### src/hw/rtl/rrqs_pkg.sv
// ----------------------------------------------------------------------------
// Round-robin quantum scheduler package
// Shared widths, operation and status codes, and the controller state type.
// ----------------------------------------------------------------------------
package rrqs_pkg;

	localparam int TAG_W     = 8;
	localparam int REM_W     = 16;
	localparam int QUANTUM_W = 16;
	localparam int STATUS_W  = 2;

	localparam logic [QUANTUM_W-1:0] QUANTUM_RST = 16'd10;

	localparam logic FUNC_ADD      = 1'b0;
	localparam logic FUNC_DISPATCH = 1'b1;

	typedef enum logic [STATUS_W-1:0] {
		ST_ADDED      = 2'd0,
		ST_FULL       = 2'd1,
		ST_DISPATCHED = 2'd2,
		ST_EMPTY      = 2'd3
	} status_t;

	typedef enum logic [2:0] {
		S_IDLE,
		S_APOP,
		S_AWR,
		S_ALNK,
		S_DRD,
		S_DLNK,
		S_DFREE,
		S_RESP
	} ctrl_state_t;

	typedef struct packed {
		logic    take;
		logic    alloc_free;
		logic    alloc_fresh;
		logic    pop_free;
		logic    add_write;
		logic    add_link;
		logic    disp_read;
		logic    disp_calc;
		logic    disp_link;
		logic    disp_free;
		logic    load_out;
		status_t out_status;
	} cmd_t;

	typedef struct packed {
		logic full;
		logic empty;
		logic free_avail;
		logic finished;
	} sts_t;

endpackage

### src/hw/rtl/rrqs_dpath.sv
// ----------------------------------------------------------------------------
// Scheduler datapath
// Task table memories, list pointers, free-slot stack, slice arithmetic and
// the response register.
// ----------------------------------------------------------------------------
module rrqs_dpath
	import rrqs_pkg::*;
#(
	parameter int MAX_TASKS = 16
) (
	input  logic                 clk,
	input  logic                 arst_n,
	input  logic                 cfg_we,
	input  logic [QUANTUM_W-1:0] cfg_wdata,
	input  logic [TAG_W-1:0]     req_tag,
	input  logic [REM_W-1:0]     req_burst,
	input  cmd_t                 cmd,
	output sts_t                 sts,
	output logic [STATUS_W-1:0]  rsp_status,
	output logic [TAG_W-1:0]     rsp_tag,
	output logic [REM_W-1:0]     rsp_slice,
	output logic                 rsp_finished
);

	localparam int SW = (MAX_TASKS > 1) ? $clog2(MAX_TASKS) : 1;
	localparam int CW = $clog2(MAX_TASKS + 1);
	localparam int DW = TAG_W + REM_W;

	logic [DW-1:0] data_mem [MAX_TASKS];
	logic [SW-1:0] link_mem [MAX_TASKS];

	logic [DW-1:0] data_rd_q;
	logic [SW-1:0] link_rd_q;

	logic [QUANTUM_W-1:0] quantum_q;
	logic [SW-1:0]        head_q, tail_q, cur_q, pred_q, free_top_q;
	logic [CW-1:0]        count_q, fresh_q;

	logic [TAG_W-1:0] tag_q, gtag_q;
	logic [REM_W-1:0] burst_q, slice_q;
	logic [SW-1:0]    slot_q, nxt_q;
	logic             fin_q;

	logic [STATUS_W-1:0] rsp_status_q;
	logic [TAG_W-1:0]    rsp_tag_q;
	logic [REM_W-1:0]    rsp_slice_q;
	logic                rsp_fin_q;

	logic [TAG_W-1:0] rd_tag;
	logic [REM_W-1:0] rd_rem, slice_c, rem_new;

	logic          lk_we, d_we;
	logic [SW-1:0] lk_wa, lk_wd, lk_ra, d_wa;
	logic [DW-1:0] d_wd;

	assign rd_tag  = data_rd_q[DW-1:REM_W];
	assign rd_rem  = data_rd_q[REM_W-1:0];
	assign slice_c = (quantum_q < rd_rem) ? quantum_q : rd_rem;
	assign rem_new = rd_rem - slice_c;

	assign sts.full       = (count_q == CW'(MAX_TASKS));
	assign sts.empty      = (count_q == '0);
	assign sts.free_avail = (fresh_q > count_q);
	assign sts.finished   = fin_q;

	assign lk_ra = cmd.alloc_free ? free_top_q : cur_q;

	always_comb begin
		lk_we = 1'b0;
		lk_wa = slot_q;
		lk_wd = head_q;
		if (cmd.add_write) begin
			lk_we = 1'b1;
			lk_wa = slot_q;
			lk_wd = sts.empty ? slot_q : head_q;
		end else if (cmd.add_link) begin
			lk_we = !sts.empty;
			lk_wa = tail_q;
			lk_wd = slot_q;
		end else if (cmd.disp_link) begin
			lk_we = fin_q;
			lk_wa = pred_q;
			lk_wd = nxt_q;
		end else if (cmd.disp_free) begin
			lk_we = 1'b1;
			lk_wa = cur_q;
			lk_wd = free_top_q;
		end
	end

	always_comb begin
		d_we = cmd.add_write | cmd.disp_calc;
		d_wa = cmd.add_write ? slot_q : cur_q;
		d_wd = cmd.add_write ? {tag_q, burst_q} : {rd_tag, rem_new};
	end

	always_ff @(posedge clk) begin
		if (lk_we) begin
			link_mem[lk_wa] <= lk_wd;
		end
		if (cmd.alloc_free || cmd.disp_read) begin
			link_rd_q <= link_mem[lk_ra];
		end
	end

	always_ff @(posedge clk) begin
		if (d_we) begin
			data_mem[d_wa] <= d_wd;
		end
		if (cmd.disp_read) begin
			data_rd_q <= data_mem[cur_q];
		end
	end

	always_ff @(posedge clk or negedge arst_n) begin
		if (!arst_n) begin
			quantum_q  <= QUANTUM_RST;
			head_q     <= '0;
			tail_q     <= '0;
			cur_q      <= '0;
			pred_q     <= '0;
			free_top_q <= '0;
			count_q    <= '0;
			fresh_q    <= '0;
		end else begin
			if (cfg_we) begin
				quantum_q <= cfg_wdata;
			end
			if (cmd.alloc_fresh) begin
				fresh_q <= fresh_q + CW'(1);
			end
			if (cmd.pop_free) begin
				free_top_q <= link_rd_q;
			end
			if (cmd.add_link) begin
				count_q <= count_q + CW'(1);
				if (sts.empty) begin
					head_q <= slot_q;
					tail_q <= slot_q;
					cur_q  <= slot_q;
					pred_q <= slot_q;
				end else begin
					if (pred_q == tail_q) begin
						pred_q <= slot_q;
					end
					tail_q <= slot_q;
				end
			end
			if (cmd.disp_link && !fin_q) begin
				pred_q <= cur_q;
				cur_q  <= nxt_q;
			end
			if (cmd.disp_free) begin
				free_top_q <= cur_q;
				count_q    <= count_q - CW'(1);
				cur_q      <= nxt_q;
				if (cur_q == head_q) begin
					head_q <= nxt_q;
				end
				if (cur_q == tail_q) begin
					tail_q <= pred_q;
				end
			end
		end
	end

	always_ff @(posedge clk) begin
		if (cmd.take) begin
			tag_q   <= req_tag;
			burst_q <= req_burst;
		end
		if (cmd.alloc_free) begin
			slot_q <= free_top_q;
		end else if (cmd.alloc_fresh) begin
			slot_q <= fresh_q[SW-1:0];
		end
		if (cmd.disp_calc) begin
			gtag_q  <= rd_tag;
			slice_q <= slice_c;
			nxt_q   <= link_rd_q;
			fin_q   <= (rem_new == '0);
		end
		if (cmd.load_out) begin
			rsp_status_q <= cmd.out_status;
			if (cmd.out_status == ST_DISPATCHED) begin
				rsp_tag_q   <= gtag_q;
				rsp_slice_q <= slice_q;
				rsp_fin_q   <= fin_q;
			end else begin
				rsp_tag_q   <= '0;
				rsp_slice_q <= '0;
				rsp_fin_q   <= 1'b0;
			end
		end
	end

	assign rsp_status   = rsp_status_q;
	assign rsp_tag      = rsp_tag_q;
	assign rsp_slice    = rsp_slice_q;
	assign rsp_finished = rsp_fin_q;

endmodule

### config.mk
export PLATFORM = sky130hd
export DESIGN_NAME = rrqs_dpath
export DESIGN_NICKNAME = d
export VERILOG_FILES = /design/src/hw/rtl/rrqs_pkg.sv /design/src/hw/rtl/rrqs_dpath.sv
export SDC_FILE = /design/constraint.sdc
export NUM_CORES = 1
export LEC_CHECK = 0
export BUFFER_PORTS_ARGS = -buffer_cell sky130_fd_sc_hd__clkbuf_2
export CAP_MARGIN = 25
export CORE_MARGIN = 4
export CORE_UTILIZATION = 38
export DETAILED_ROUTE_END_ITERATION = 8
export GPL_TIMING_DRIVEN = 1
export PLACE_DENSITY = 0.51
export RECOVER_POWER = 25
export SETUP_SLACK_MARGIN = 0.15
export SYNTH_ARGS = -nofsm -noshare
export SYNTH_HDL_FRONTEND = slang
export SYNTH_SLANG_ARGS = --single-unit
### constraint.sdc
create_clock -name clk -period 4.8 [get_ports clk]
set_input_delay 0.24 -clock clk [delete_from_list [all_inputs] [get_ports clk]]
set_output_delay 0.24 -clock clk [all_outputs]
set_load 0.005 [all_outputs]
==> metrics.cfg <==
[global_route]
grt_pass1_wl_mm = 92.03
grt-busiest-layer = met2
antenna_found_initial = 4
grt_pass1_vias = 13798
overflow = 0
met2_usage_pct = 28.52
track_usage_pct = 17.56
grt_max_degree = 57
use_met1_pct = 24.66
met3_usage_pct = 2.937

[yosys]
synth_edf_count = 560
syn_area_um2 = 25300
ys_seq_elements = 606
syn-num-nets = 1521
async_flop_share_pct = 7.591
yosys_warnings = 0
ys_seq_area_share_pct = 71.04
avgSynthCellArea_um2 = 17.68
syn_inst = 1431
synth_cell_types = 67
synth-main-ff-cell = edfxtp_1

[pwr]
vdd_drop_max_mv = 0.2144
pwr-share-seq_pct = 44.0
pwr-share-comb_pct = 27.9
clockPowerShare_pct = 28.2
cellPowerDensity_nw_per_um2 = 578.0
switching_share_pct = 30.87
power.leakage_nw = 10.17
p_sw_w = 0.005321
p_int_w = 0.01191

[timing]
fin_crit_sh_pct = 93.70
grt_setup_unrepaired = true
worstMarginPinSlew_ns = 3.229
finalClockSkew_ns = 0.01799
fmax_mhz = 222.3
fin_crit_ns = 4.497
drv_slew = 218
setup_viol = 0
setup_ws_ns = 0.3025
final-hold-violation-count = 0
slew_headroom_pct = -115.3
fin_tns_setup_ns = 0

[drt]
wire_per_inst_um = 24.48
drc = 0
dr.first_iter.drc_count = 1058
dr.pass1.iters = 7
routed_wl_mm = 62.31
num_vias = 13561
vias_per_cell = 5.326
ant_nets = 0

[placed_design]
dp.cells = 2367
pre_cts_ws_ns = 0.06392
io_buffers = 86
hpwl_mm = 37.56
gp_congestion = 0.7980
placed_area_um2 = 27120

[cells_and_area]
nets = 1720
mostFrequentLayoutCells = edfxtp_1, mux4_2, nand2_1
design_area_um2 = 29810
mostFrequentLayoutCell = edfxtp_1
fin_cells = 2546
postLayoutCoreUtil_pct = 45.27
drive_gt1_share_pct = 25.76
syn2layout_area_growth_pct = 17.87

[flow_run]
drv_cap = 6

[setup_path]
start_kind = register
r2r_slack_ns = 0.30
path_max_fanout = 16
endpoint_kind = register
required_ns = 5.11
crit_type = register to register
arrival_ns = 4.81

[floorplanning]
die_w_um = 266.0
ios = 87
die-area_um2 = 70760
start_util_pct = 38.41
row_count = 94
core_um2 = 65860
die_h_um = 266.0

[clocking]
cts_max_level = 3
clk_path_buf_depth = 3
cts_sinks = 606
cts-root-buf = clkbuf_16
insertion_delay_ns = 0.60
clkTransAtPathRegs_ns = 0.06
cts_tree = built
cts_made_buffers = 66

[outcome]
failed_checks = max-capacitance violations, max-slew violations
status = finished, violations left

[worst_hold_path]
holdCritPathClass = input pin to register

synth_stat cells, types with 3 or more instances:
master,instances,share of area (%)
edfxtp_1,560,66
a211o_1,3,0.10
nor3_1,5,0.099
a32oi_1,3,0.10
buf_2,6,0.12
inv_1,43,0.64
maj3_1,6,0.24
mux2_2,32,1.4
a21oi_1,65,1.3
xnor2_1,22,0.76
nand4_1,4,0.099
buf_1,10,0.15
dfrtp_1,44,4.4
mux4_2,136,12
mux2i_1,34,1.3
xor2_1,12,0.42
o21ai_0,57,1.1
a211oi_1,8,0.24
o211ai_1,4,0.12
and2_1,27,0.67
a31oi_1,9,0.22
o21a_1,7,0.21
or2_2,3,0.074
nor2b_1,15,0.37
nand3_1,7,0.14
nand2_1,81,1.2
nand2b_1,12,0.30
ha_1,32,1.6
a21o_1,7,0.21
clkbuf_1,51,0.76
nor2_1,81,1.2
final cells by class:
cell class / instances / area, µm²
Clock buffer: 82 / 1785
Sequential cell: 606 / 17970
Tap cell: 864 / 1081
Timing Repair Buffer: 197 / 1314
Fill cell: 5742 / 36050
Clock inverter: 37 / 257.7
Inverter: 43 / 161.4
Antenna cell: 1 / 2.502
Multi-Input combinational cell: 716 / 7239
timing repair:
item	CTS	global route
gates resized for setup	3	31
hold buffers	45	0
pin swaps	1	24
hold endpoints to repair	91	0
endpoints found under the setup margin	81	129
buffers inserted	1	9
cloned	0	3
metrics by stage:
step | hold WS, ns | power (W)
global route | 0.07043 | 0.01814
finish | 0.07084 | 0.01723
detailed placement | 0.3961 | 0.01220
CTS | 0.04538 | 0.01716
floorplan | -0.05559 | 0.01057
global placement | 0.3955 | 0.01214
path summary, 6_finish.rpt:
path                                from              end  cells past startpoint
min in group asynchronous         arst_n    quantum_q[11]                      3
setup reg to reg            quantum_q[2]  data_mem[3][13]                     17
hold / removal                    cmd[9]    free_top_q[0]                      3
setup / recovery            quantum_q[2]  data_mem[3][13]                     17
max in group asynchronous         arst_n         cur_q[0]                      3
hold reg to reg            data_rd_q[17]        gtag_q[1]                      0
power by group through the flow:
stage | clock (W) | combinational [W] | sequential (W)
4_1_cts | 0.00499 | 0.00458 | 0.00758
5_1_grt | 0.00522 | 0.00526 | 0.00765
6_report | 0.00485 | 0.00481 | 0.00757
2_1_floorplan | 0 | 0.00314 | 0.00744
3_3_place_gp | 0 | 0.00447 | 0.00767
3_5_place_dp | 0 | 0.00451 | 0.00769
layer usage:
metal / vias up / wire [µm]
met5: - / 0
met1: 7080 / 27570
met3: 76 / 3124
met4: 0 / 1309
li1: 6061 / -
met2: 344 / 30310
sequential cells by signal, summed over array words and instances, names as in the netlist, 5 cells and up:
name and cells:
burst_q 16, count_q 5, data_mem 384, data_rd_q 24
fresh_q 5, gtag_q 8, link_mem 64, quantum_q 16
rsp_slice 16, rsp_tag 8, slice_q 16, tag_q 8
cell families after synthesis:
logic type      Yosys count  synth area share [%]
fa+ha+maj                40                 1.979
buf+inv                 112                 1.736
compound gates          189                 4.536
mux                     204                 14.97
simple gates            246                 4.565
xor+xnor                 34                 1.177
flops                   606                 71.04
critical path, stage by stage (launching register included):
cell and delay [ns]:
dfrtp_1 0.43, ha_4 0.26, a211o_1 0.32, a31oi_4 0.20, o311ai_4 0.18, a21oi_4 0.25
nor2_2 0.07, a21oi_2 0.19, ha_1 0.27, nor2b_4 0.13, o31a_1 0.33, o22a_2 0.24
mux2_1 0.32, a31oi_1 0.20, nor2_1 0.06, o32ai_1 0.41, o21ai_2 0.07, buf_4 0.29
Note: power is estimated with default switching activity, not from simulation.
