<file path="src/hw/rtl/rrqs_pkg.sv">
// ----------------------------------------------------------------------------
// Round-robin quantum scheduler package
// Shared widths, operation and status codes, and the controller state type.
// ----------------------------------------------------------------------------
package rrqs_pkg;

	localparam int TAG_W     = 8;
	localparam int REM_W     = 16;
	localparam int QUANTUM_W = 16;
	localparam int STATUS_W  = 2;

	localparam logic [QUANTUM_W-1:0] QUANTUM_RST = 16'd10;

	localparam logic FUNC_ADD      = 1'b0;
	localparam logic FUNC_DISPATCH = 1'b1;

	typedef enum logic [STATUS_W-1:0] {
		ST_ADDED      = 2'd0,
		ST_FULL       = 2'd1,
		ST_DISPATCHED = 2'd2,
		ST_EMPTY      = 2'd3
	} status_t;

	typedef enum logic [2:0] {
		S_IDLE,
		S_APOP,
		S_AWR,
		S_ALNK,
		S_DRD,
		S_DLNK,
		S_DFREE,
		S_RESP
	} ctrl_state_t;

	typedef struct packed {
		logic    take;
		logic    alloc_free;
		logic    alloc_fresh;
		logic    pop_free;
		logic    add_write;
		logic    add_link;
		logic    disp_read;
		logic    disp_calc;
		logic    disp_link;
		logic    disp_free;
		logic    load_out;
		status_t out_status;
	} cmd_t;

	typedef struct packed {
		logic full;
		logic empty;
		logic free_avail;
		logic finished;
	} sts_t;

endpackage

</file>
<file path="src/hw/rtl/rrqs_ctrl.sv">
// ----------------------------------------------------------------------------
// Scheduler controller
// Sequences the table accesses of one operation and owns the handshakes.
// ----------------------------------------------------------------------------
module rrqs_ctrl
	import rrqs_pkg::*;
(
	input  logic clk,
	input  logic arst_n,
	input  logic req_valid,
	input  logic req_func,
	output logic req_ready,
	output logic rsp_valid,
	input  logic rsp_ready,
	input  sts_t sts,
	output cmd_t cmd
);

	ctrl_state_t state_q, state_nxt;
	status_t     status_q, status_nxt;
	logic        rsp_valid_q;

	always_ff @(posedge clk or negedge arst_n) begin
		if (!arst_n) begin
			state_q     <= S_IDLE;
			status_q    <= ST_ADDED;
			rsp_valid_q <= 1'b0;
		end else begin
			state_q  <= state_nxt;
			status_q <= status_nxt;
			if (cmd.load_out) begin
				rsp_valid_q <= 1'b1;
			end else if (rsp_ready) begin
				rsp_valid_q <= 1'b0;
			end
		end
	end

	always_comb begin
		state_nxt      = state_q;
		status_nxt     = status_q;
		cmd            = '0;
		cmd.out_status = status_q;
		req_ready      = 1'b0;
		case (state_q)
			S_IDLE: begin
				req_ready = 1'b1;
				if (req_valid) begin
					cmd.take = 1'b1;
					if (req_func == FUNC_ADD) begin
						if (sts.full) begin
							status_nxt = ST_FULL;
							state_nxt  = S_RESP;
						end else if (sts.free_avail) begin
							status_nxt     = ST_ADDED;
							cmd.alloc_free = 1'b1;
							state_nxt      = S_APOP;
						end else begin
							status_nxt      = ST_ADDED;
							cmd.alloc_fresh = 1'b1;
							state_nxt       = S_AWR;
						end
					end else begin
						if (sts.empty) begin
							status_nxt = ST_EMPTY;
							state_nxt  = S_RESP;
						end else begin
							status_nxt    = ST_DISPATCHED;
							cmd.disp_read = 1'b1;
							state_nxt     = S_DRD;
						end
					end
				end
			end
			S_APOP: begin
				cmd.pop_free = 1'b1;
				state_nxt    = S_AWR;
			end
			S_AWR: begin
				cmd.add_write = 1'b1;
				state_nxt     = S_ALNK;
			end
			S_ALNK: begin
				cmd.add_link = 1'b1;
				state_nxt    = S_RESP;
			end
			S_DRD: begin
				cmd.disp_calc = 1'b1;
				state_nxt     = S_DLNK;
			end
			S_DLNK: begin
				cmd.disp_link = 1'b1;
				state_nxt     = sts.finished ? S_DFREE : S_RESP;
			end
			S_DFREE: begin
				cmd.disp_free = 1'b1;
				state_nxt     = S_RESP;
			end
			S_RESP: begin
				if (!rsp_valid_q || rsp_ready) begin
					cmd.load_out = 1'b1;
					state_nxt    = S_IDLE;
				end
			end
			default: begin
				state_nxt = S_IDLE;
			end
		endcase
	end

	assign rsp_valid = rsp_valid_q;

endmodule

</file>
<file path="config.mk">
export PLATFORM = sky130hd
export DESIGN_NAME = rrqs_ctrl
export DESIGN_NICKNAME = d
export VERILOG_FILES = /design/src/hw/rtl/rrqs_pkg.sv /design/src/hw/rtl/rrqs_ctrl.sv
export SDC_FILE = /design/constraint.sdc
export NUM_CORES = 1
export LEC_CHECK = 0
export ABC_CLOCK_PERIOD_IN_PS = 1550
export BUFFER_PORTS_ARGS = -buffer_cell sky130_fd_sc_hd__buf_2
export CAP_MARGIN = 20
export CORE_AREA = 2 2 39 41
export CTS_BUF_LIST = sky130_fd_sc_hd__clkbuf_4
export CTS_CLUSTER_SIZE = 14
export DETAILED_ROUTE_END_ITERATION = 12
export DIE_AREA = 0 0 41 43
export SLEW_MARGIN = 25
export SYNTH_ARGS = -nofsm -noshare
export SYNTH_HDL_FRONTEND = slang
export SYNTH_SLANG_ARGS = --single-unit
</file>
<file path="constraint.sdc">
create_clock -name clk -period 1.55 [get_ports clk]
set_clock_uncertainty 0.05 [all_clocks]
set_input_delay 0 -clock clk [delete_from_list [all_inputs] [get_ports clk]]
set_output_delay 0 -clock clk [all_outputs]
set_load 0.02 [all_outputs]
</file>
==> reports/results.tsv, run 1 <==
stage	metric	value	unit
logic_synthesis	ys_ff_latch	6	
routing	wl_per_cell	11.00	um
worst_setup_path	end_kind	output pin	
timing	slew_viol_final	0	
routing	first_pass_iters	2	
logic_synthesis	ys_seq_area_share	36.59	%
placed_design	routabilityCongestion	0.7735	
worst_hold_path	worstHoldPathType	primary input to flop	
logic_synthesis	yosys-top-cells-count	nand2_1 (8), dfrtp_1 (6), nor2_1 (4)	
logic_synthesis	synthSimpleGateAreaFrac	40.85	%
worst_setup_path	reg2reg_depth	3	
logic_synthesis	muxShareOfSynthArea	0	%
worst_setup_path	r2r_end	state_q[0]	
grt	overflow	0	
logic_synthesis	synth-xor-area-share	0	%
grt	met1_usage	15.46	%
clock_network	worstSkewPairLatency	0.25	ns
grt	met2_usage	20.31	%
logic_synthesis	yosysTopAreaCell	dfrtp_1	
die	die_h	43	um
grt	antenna_found_initial	0	
placed_design	portBuffers	23	
finish	design_area	613.1	um^2
timing	maxSlewHeadroom	77.17	%
routing	remaining_drc_errors	0	
logic_synthesis	synth_top_family_by_area	simple AND/OR/NAND/NOR gates	
routing	viasPerCell	4.779	
logic_synthesis	yosys.cell_count.top_type	nand2_1	
grt	grt-busiest-layer	met2	
routing	antenna_left	0	
timing	setup_slack	0.1118	ns
worst_setup_path	critPathMaxFanout	7	
clock_network	clk_pin_slew_worst_paths	0.05	ns
finish	fillCellCount	153	
finish	layout.nets	90	
logic_synthesis	synth_compound_area_share	17.07	%
logic_synthesis	synth_cells	50	
timing	tightest_slew	0.3417	ns
timing	period_needed	1.438	ns
timing	rsz0062_at_grt	no	
worst_setup_path	critPathLaunchType	flop	
timing	timing_hold_violations_final	0	
logic_synthesis	synth_flop_cell	dfrtp_1	
pwr	swShare	45.73	%
routing	routed_wl	1.045	mm
pwr	peakVddDrop	907.6	uV
die	row_count	14	
grt	grtUsageMet3	7.853	%
worst_setup_path	critPathLaunch	state_q[0]	
finish	drive_gt1_share	43.04	%
logic_synthesis	synth_edf_count	0	
flow_run	max_cap_viol_count	0	
finish	antenna_cells	0	
placed_design	placed_cell_area	558.0	um^2
logic_synthesis	synth_area_per_cell	8.208	um^2
grt	grt_pass1_vias	390	
placed_design	dp_hpwl	811.6	um
pwr	p_per_area	1854	mW/mm^2
clock_network	cts_tree	built	
logic_synthesis	async_flop_share	100.0	%
clock_network	ctsLongestPathBuffers	2	
logic_synthesis	yosysUniqueCellTypes	23	
pwr	power_frac_comb	60.9	%
clock_network	numCtsBuffers	3	
grt	gr-usage-all-layers	14.36	%
worst_setup_path	crit_type	flop to output pin	
grt	grt_first_pass_wirelength	1.600	mm
timing	max_freq	695.3	MHz
status	outcome	finished clean	
clock_network	ctsHtreeMaxLevel	1	
finish	area_growth	49.39	%
worst_setup_path	endpoint	cmd[11]	
pwr	power.leakage	0.3409	nW
logic_synthesis	ys_top_cells_by_area	dfrtp_1 (37%), nand2_1 (7.3%), and3b_1 (4.3%), o32ai_2 (4.0%), buf_2 (3.7%)	
grt	grt_max_degree	10	
placed_design	post-place-ws	0.2028	ns
pwr	power_frac_seq	25.7	%
clock_network	clock-sinks	6	
timing	finalSetupViolations	0	
logic_synthesis	synth.cell_area	410.4	um^2
pwr	power_frac_clock	13.4	%
worst_setup_path	worst-r2r-setup-slack	0.20	ns
pwr	p_sw	0.0005198	W
die	die_width	41	um
timing	setup-tns-final	0	ns
worst_setup_path	worstPathArrival	1.39	ns
logic_synthesis	synth_fa_ha_area_share	0	%
clock_network	root_buffer	clkbuf_4	
timing	finalCritPeriodShare	92.79	%
logic_synthesis	yosys_warnings	0	
routing	vias	454	
pwr	intPower	0.0006169	W
logic_synthesis	yosysTopAreaCellShare	36.59	%
die	coreArea	0.001384	mm^2
routing	drt-initial-drc-count	10	
die	start_util	29.66	%
worst_setup_path	required	1.50	ns
logic_synthesis	syn_nets	59	
die	io_pins	24	
die	dieArea	0.001763	mm^2
worst_setup_path	r2r_start	state_q[2]	
-- kinds of logic (layout without fill, tap and decap cells) --
logic type	after synthesis	after routing
simple gates	30	30
compound gates	9	9
flops	6	6
buf+inv	5	34
-- layout by cell type (no fill, tap or decap), drive strengths merged --
master        n
a21oi         2
nand3         2
inv           2
nor3          2
a211oi        1
clkbuf        3
dfrtp         6
nor3b         2
and3b         2
and3          2
o22a          1
nor2          4
nor2b         3
buf          26
o21a          2
or3           1
nand2b        2
o31ai         1
nand2         8
o32ai         1
dlygate4sd3   3
nor4          1
o21ai         1
and2          1
-- layer usage --
metal / wire length, um / vias up
li1: - / 231
met1: 497 / 193
met2: 424 / 25
met3: 96 / 5
met4: 27 / 0
met5: 0 / -
-- worst max-delay path: stages, from the launching register on --
cell and delay (ns):
dfrtp_1 0.42, nor2b_1 0.15, nand2_1 0.14, inv_1 0.11, and3_1 0.15, buf_2 0.16
-- sequential cells by signal, summed over array words and instances (netlist names) --
register   count
status_q       2
rsp_valid      1
state_q        3
-- stage by stage --
step / std cells / total power [W] / hold slack [ns] / util, %
after floorplan: 50 / 0.0007711 / -0.3456 / -
after global placement: 89 / 0.0009770 / -0.2192 / 40.33
after detailed placement: 89 / 0.0009830 / -0.2159 / 40.33
after CTS: 95 / 0.001146 / 0.01300 / 44.12
after global routing: 95 / 0.001235 / 0.03386 / 44.30
final: 95 / 0.001137 / 0.002696 / 44.30
-- final cells by class --
| class | instances | area, um^2 | area share, % |
|---|---|---|---|
| clock buffers | 3 | 22.52 | 3.673 |
| inverters | 2 | 7.507 | 1.224 |
| multi-input cells | 39 | 245.2 | 40.00 |
| flip-flops and latches | 6 | 150.1 | 24.49 |
| well taps | 16 | 20.02 | 3.265 |
| repair buffers | 29 | 167.7 | 27.35 |
-- power by group through the flow --
stage | clock network (W) | registers (W) | logic (W)
floorplan | 0 | 0.000318 | 0.000454
global placement | 0 | 0.000289 | 0.000688
detailed placement | 0 | 0.000291 | 0.000692
CTS | 0.000157 | 0.000291 | 0.000699
global route | 0.000169 | 0.000304 | 0.000762
finish | 0.000152 | 0.000293 | 0.000692
-- how the worst min path moves through the flow --
stage | startpoint | end | slack, ns | cells past startpoint
finish | rsp_ready | rsp_valid | 0.003 | 3
global route | rsp_ready | rsp_valid | 0.03 | 3
CTS | rsp_ready | rsp_valid | 0.01 | 3
detailed placement | arst_n | rsp_valid | -0.22 | 1
global placement | arst_n | rsp_valid | -0.22 | 1
floorplan | arst_n | rsp_valid | -0.35 | 0
-- repair_timing --
action	CTS	global route
resized for setup	0	1
endpoints found under the setup margin	0	2
hold endpoints to repair	9	0
hold buffers	3	0
buffers inserted	0	0
(Power assumes the default switching activity.)
==> run 2: changes to the inputs <==
Settings changed: CORE_AREA 2 2 39 41 to default, CORE_MARGIN from default to 1.5, CORE_UTILIZATION from default to 30, DIE_AREA 0 0 41 43 to default.
==> run 2 against run 1 <==
Compared with the run above: core utilization increased by 4.3 points; clock-buffer cell count unchanged; via count decreased by 0.88%; first-iteration DRC count decreased by 80%; sequential share of layout area decreased by 0.44 points; flip-flop and latch count unchanged; design area increased by 1.8%; combinational power decreased by 0.9%; global-route usage decreased by 0.61 points; power decreased by 0.42%; die area decreased by 9.3%; critical endpoint unchanged; largest power group unchanged.
==> reports/results.tsv, run 2 (synthesis results as in run 1) <==
stage	metric	value	unit	change
status	outcome	finished clean		unchanged
routing	vias	450		was 454
clock_network	clk_pin_slew_worst_paths	0.05	ns	about the same
die	row_count	13		was 14
grt	grt_first_pass_wirelength	1.428	mm	was 1.600 mm
clock_network	cts_tree	built		unchanged
placed_design	portBuffers	23		unchanged
grt	grt_max_degree	9		was 10
finish	layout.nets	91		was 90
timing	max_freq	708.7	MHz	was 695.3 MHz
finish	antenna_cells	0		unchanged
worst_setup_path	critPathLaunch	state_q[0]		unchanged
clock_network	ctsLongestPathBuffers	2		unchanged
routing	viasPerCell	4.737		was 4.779
finish	regMostFlops	state_q		unchanged
worst_setup_path	critPathLaunchType	flop		unchanged
timing	timing_hold_violations_final	0		unchanged
pwr	peakVddDrop	717.5	uV	was 907.6 uV
grt	grt_pass1_vias	349		was 390
placed_design	post-place-ws	0.1920	ns	was 0.2028 ns
finish	drive_gt1_share	43.75	%	was 43.04%
clock_network	root_buffer	clkbuf_4		unchanged
routing	remaining_drc_errors	0		unchanged
flow_run	max_cap_viol_count	0		unchanged
clock_network	numCtsBuffers	3		unchanged
placed_design	dp_cells	88		was 89
die	io_pins	24		unchanged
placed_design	placed_cell_area	556.8	um^2	was 558.0 um^2
finish	fillCellCount	139		was 153
grt	antenna_found_initial	0		unchanged
timing	period_needed	1.411	ns	was 1.438 ns
finish	ff_latch_area	150.1	um^2	unchanged
die	die_h	39.99	um	was 43 um
clock_network	clock-sinks	6		unchanged
clock_network	worstSkewPairLatency	0.24	ns	was 0.25 ns
worst_setup_path	worstPathArrival	1.36	ns	was 1.39 ns
placed_design	dp_hpwl	767.3	um	was 811.6 um
finish	stdcell_count	95		unchanged
worst_setup_path	end_kind	output pin		unchanged
clock_network	ctsHtreeMaxLevel	1		unchanged
worst_setup_path	reg2reg_depth	3		unchanged
die	die_width	39.99	um	was 41 um
finish	area_growth	52.13	%	was 49.39%
finish	design_area	624.3	um^2	was 613.1 um^2
finish	largest_register_ff_count	3		unchanged
timing	slew_viol_final	0		unchanged
grt	gr-usage-all-layers	13.75	%	was 14.36%
worst_hold_path	worstHoldPathType	primary input to async pin		was primary input to flop
routing	drt-initial-drc-count	2		was 10
worst_setup_path	crit_type	flop to output pin		unchanged
die	dieArea	0.001599	mm^2	was 0.001763 mm^2
worst_setup_path	critPathMaxFanout	7		unchanged
timing	setup_slack	0.1390	ns	was 0.1118 ns
timing	tightest_slew	0.3211	ns	was 0.3417 ns
die	coreArea	0.001285	mm^2	was 0.001384 mm^2
timing	rsz0062_at_grt	no		unchanged
pwr	power.leakage	0.3460	nW	was 0.3409 nW
routing	routed_wl	973	um	was 1.045 mm
finish	final_cell_mix	buf_2 (23), nand2_1 (7), dfrtp_1 (6)		was buf_2 (23), nand2_1 (8), dfrtp_1 (6)
pwr	p_per_area	1813	mW/mm^2	was 1854 mW/mm^2
die	start_util	31.94	%	was 29.66%
worst_setup_path	worst-r2r-setup-slack	0.18	ns	was 0.20 ns
placed_design	routabilityCongestion	0.6591		was 0.7735
worst_setup_path	r2r_end	state_q[0]		unchanged
timing	finalSetupViolations	0		unchanged
timing	maxSlewHeadroom	78.55	%	was 77.17%
worst_setup_path	r2r_start	state_q[1]		was state_q[2]
grt	overflow	0		unchanged
routing	wl_per_cell	10.24	um	was 11.00 um
finish	multiInputGateArea	247.7	um^2	was 245.2 um^2
timing	setup-tns-final	0	ns	unchanged
routing	first_pass_iters	2		unchanged
routing	antenna_left	0		unchanged
timing	finalCritPeriodShare	91.03	%	was 92.79%
finish	final_common_cell	buf_2		unchanged
worst_setup_path	required	1.50	ns	about the same
run 2: worst max path at each step:
stage                       endpoint  depth (start not counted)
after floorplan              cmd[10]                          4
after global placement    state_q[0]                          3
after detailed placement  state_q[0]                          3
after CTS                    cmd[11]                          5
after global routing         cmd[11]                          5
final                        cmd[11]                          5
run 2: cell type report:
type / instances / area share, %
Timing Repair Buffer: 30 / 28.46
Sequential cell: 6 / 24.05
Tap cell: 15 / 3.006
Multi-Input combinational cell: 39 / 39.68
Clock buffer: 3 / 3.607
Inverter: 2 / 1.202
run 2: worst max-delay path, cell delays in order, from the launching register on:
cell and delay [ns]:
dfrtp_1 0.43, nor2b_1 0.18, nand2_2 0.11, inv_1 0.09
and3_1 0.15, buf_2 0.15
run 2: through the flow:
step	total power (W)	hold slack [ns]	util, %
after floorplan	0.0007711	-0.3456	-
after global placement	0.0009731	-0.2195	43.33
after detailed placement	0.0009792	-0.2196	43.33
after CTS	0.001140	0.04878	48.20
after global routing	0.001235	0.08097	48.59
final	0.001132	0.06184	48.59
run 2: report_power, final:
part / internal, W / total [W] / switching, W
Combinational: 0.000296 / 0.000686 / 0.000390
Sequential: 0.000234 / 0.000305 / 0.0000711
Clock: 0.0000874 / 0.000141 / 0.0000534
run 2: repair_timing:
action / in CTS / in global routing
hold buffers: 4 / 0
endpoints found under the setup margin: 0 / 2
hold endpoints to repair: 10 / 0
setup buffers: 0 / 0
resized for setup: 0 / 2
run 2: per-layer routing:
layer	wire length [um]	share of wire, %	vias up	GRT usage, %
li1	-	-	236	-
met1	440	45	201	18.62
met2	471	48	11	19.76
met3	55	5.7	2	1.667
met4	5	0.51	0	10.34
met5	0	0	-	0
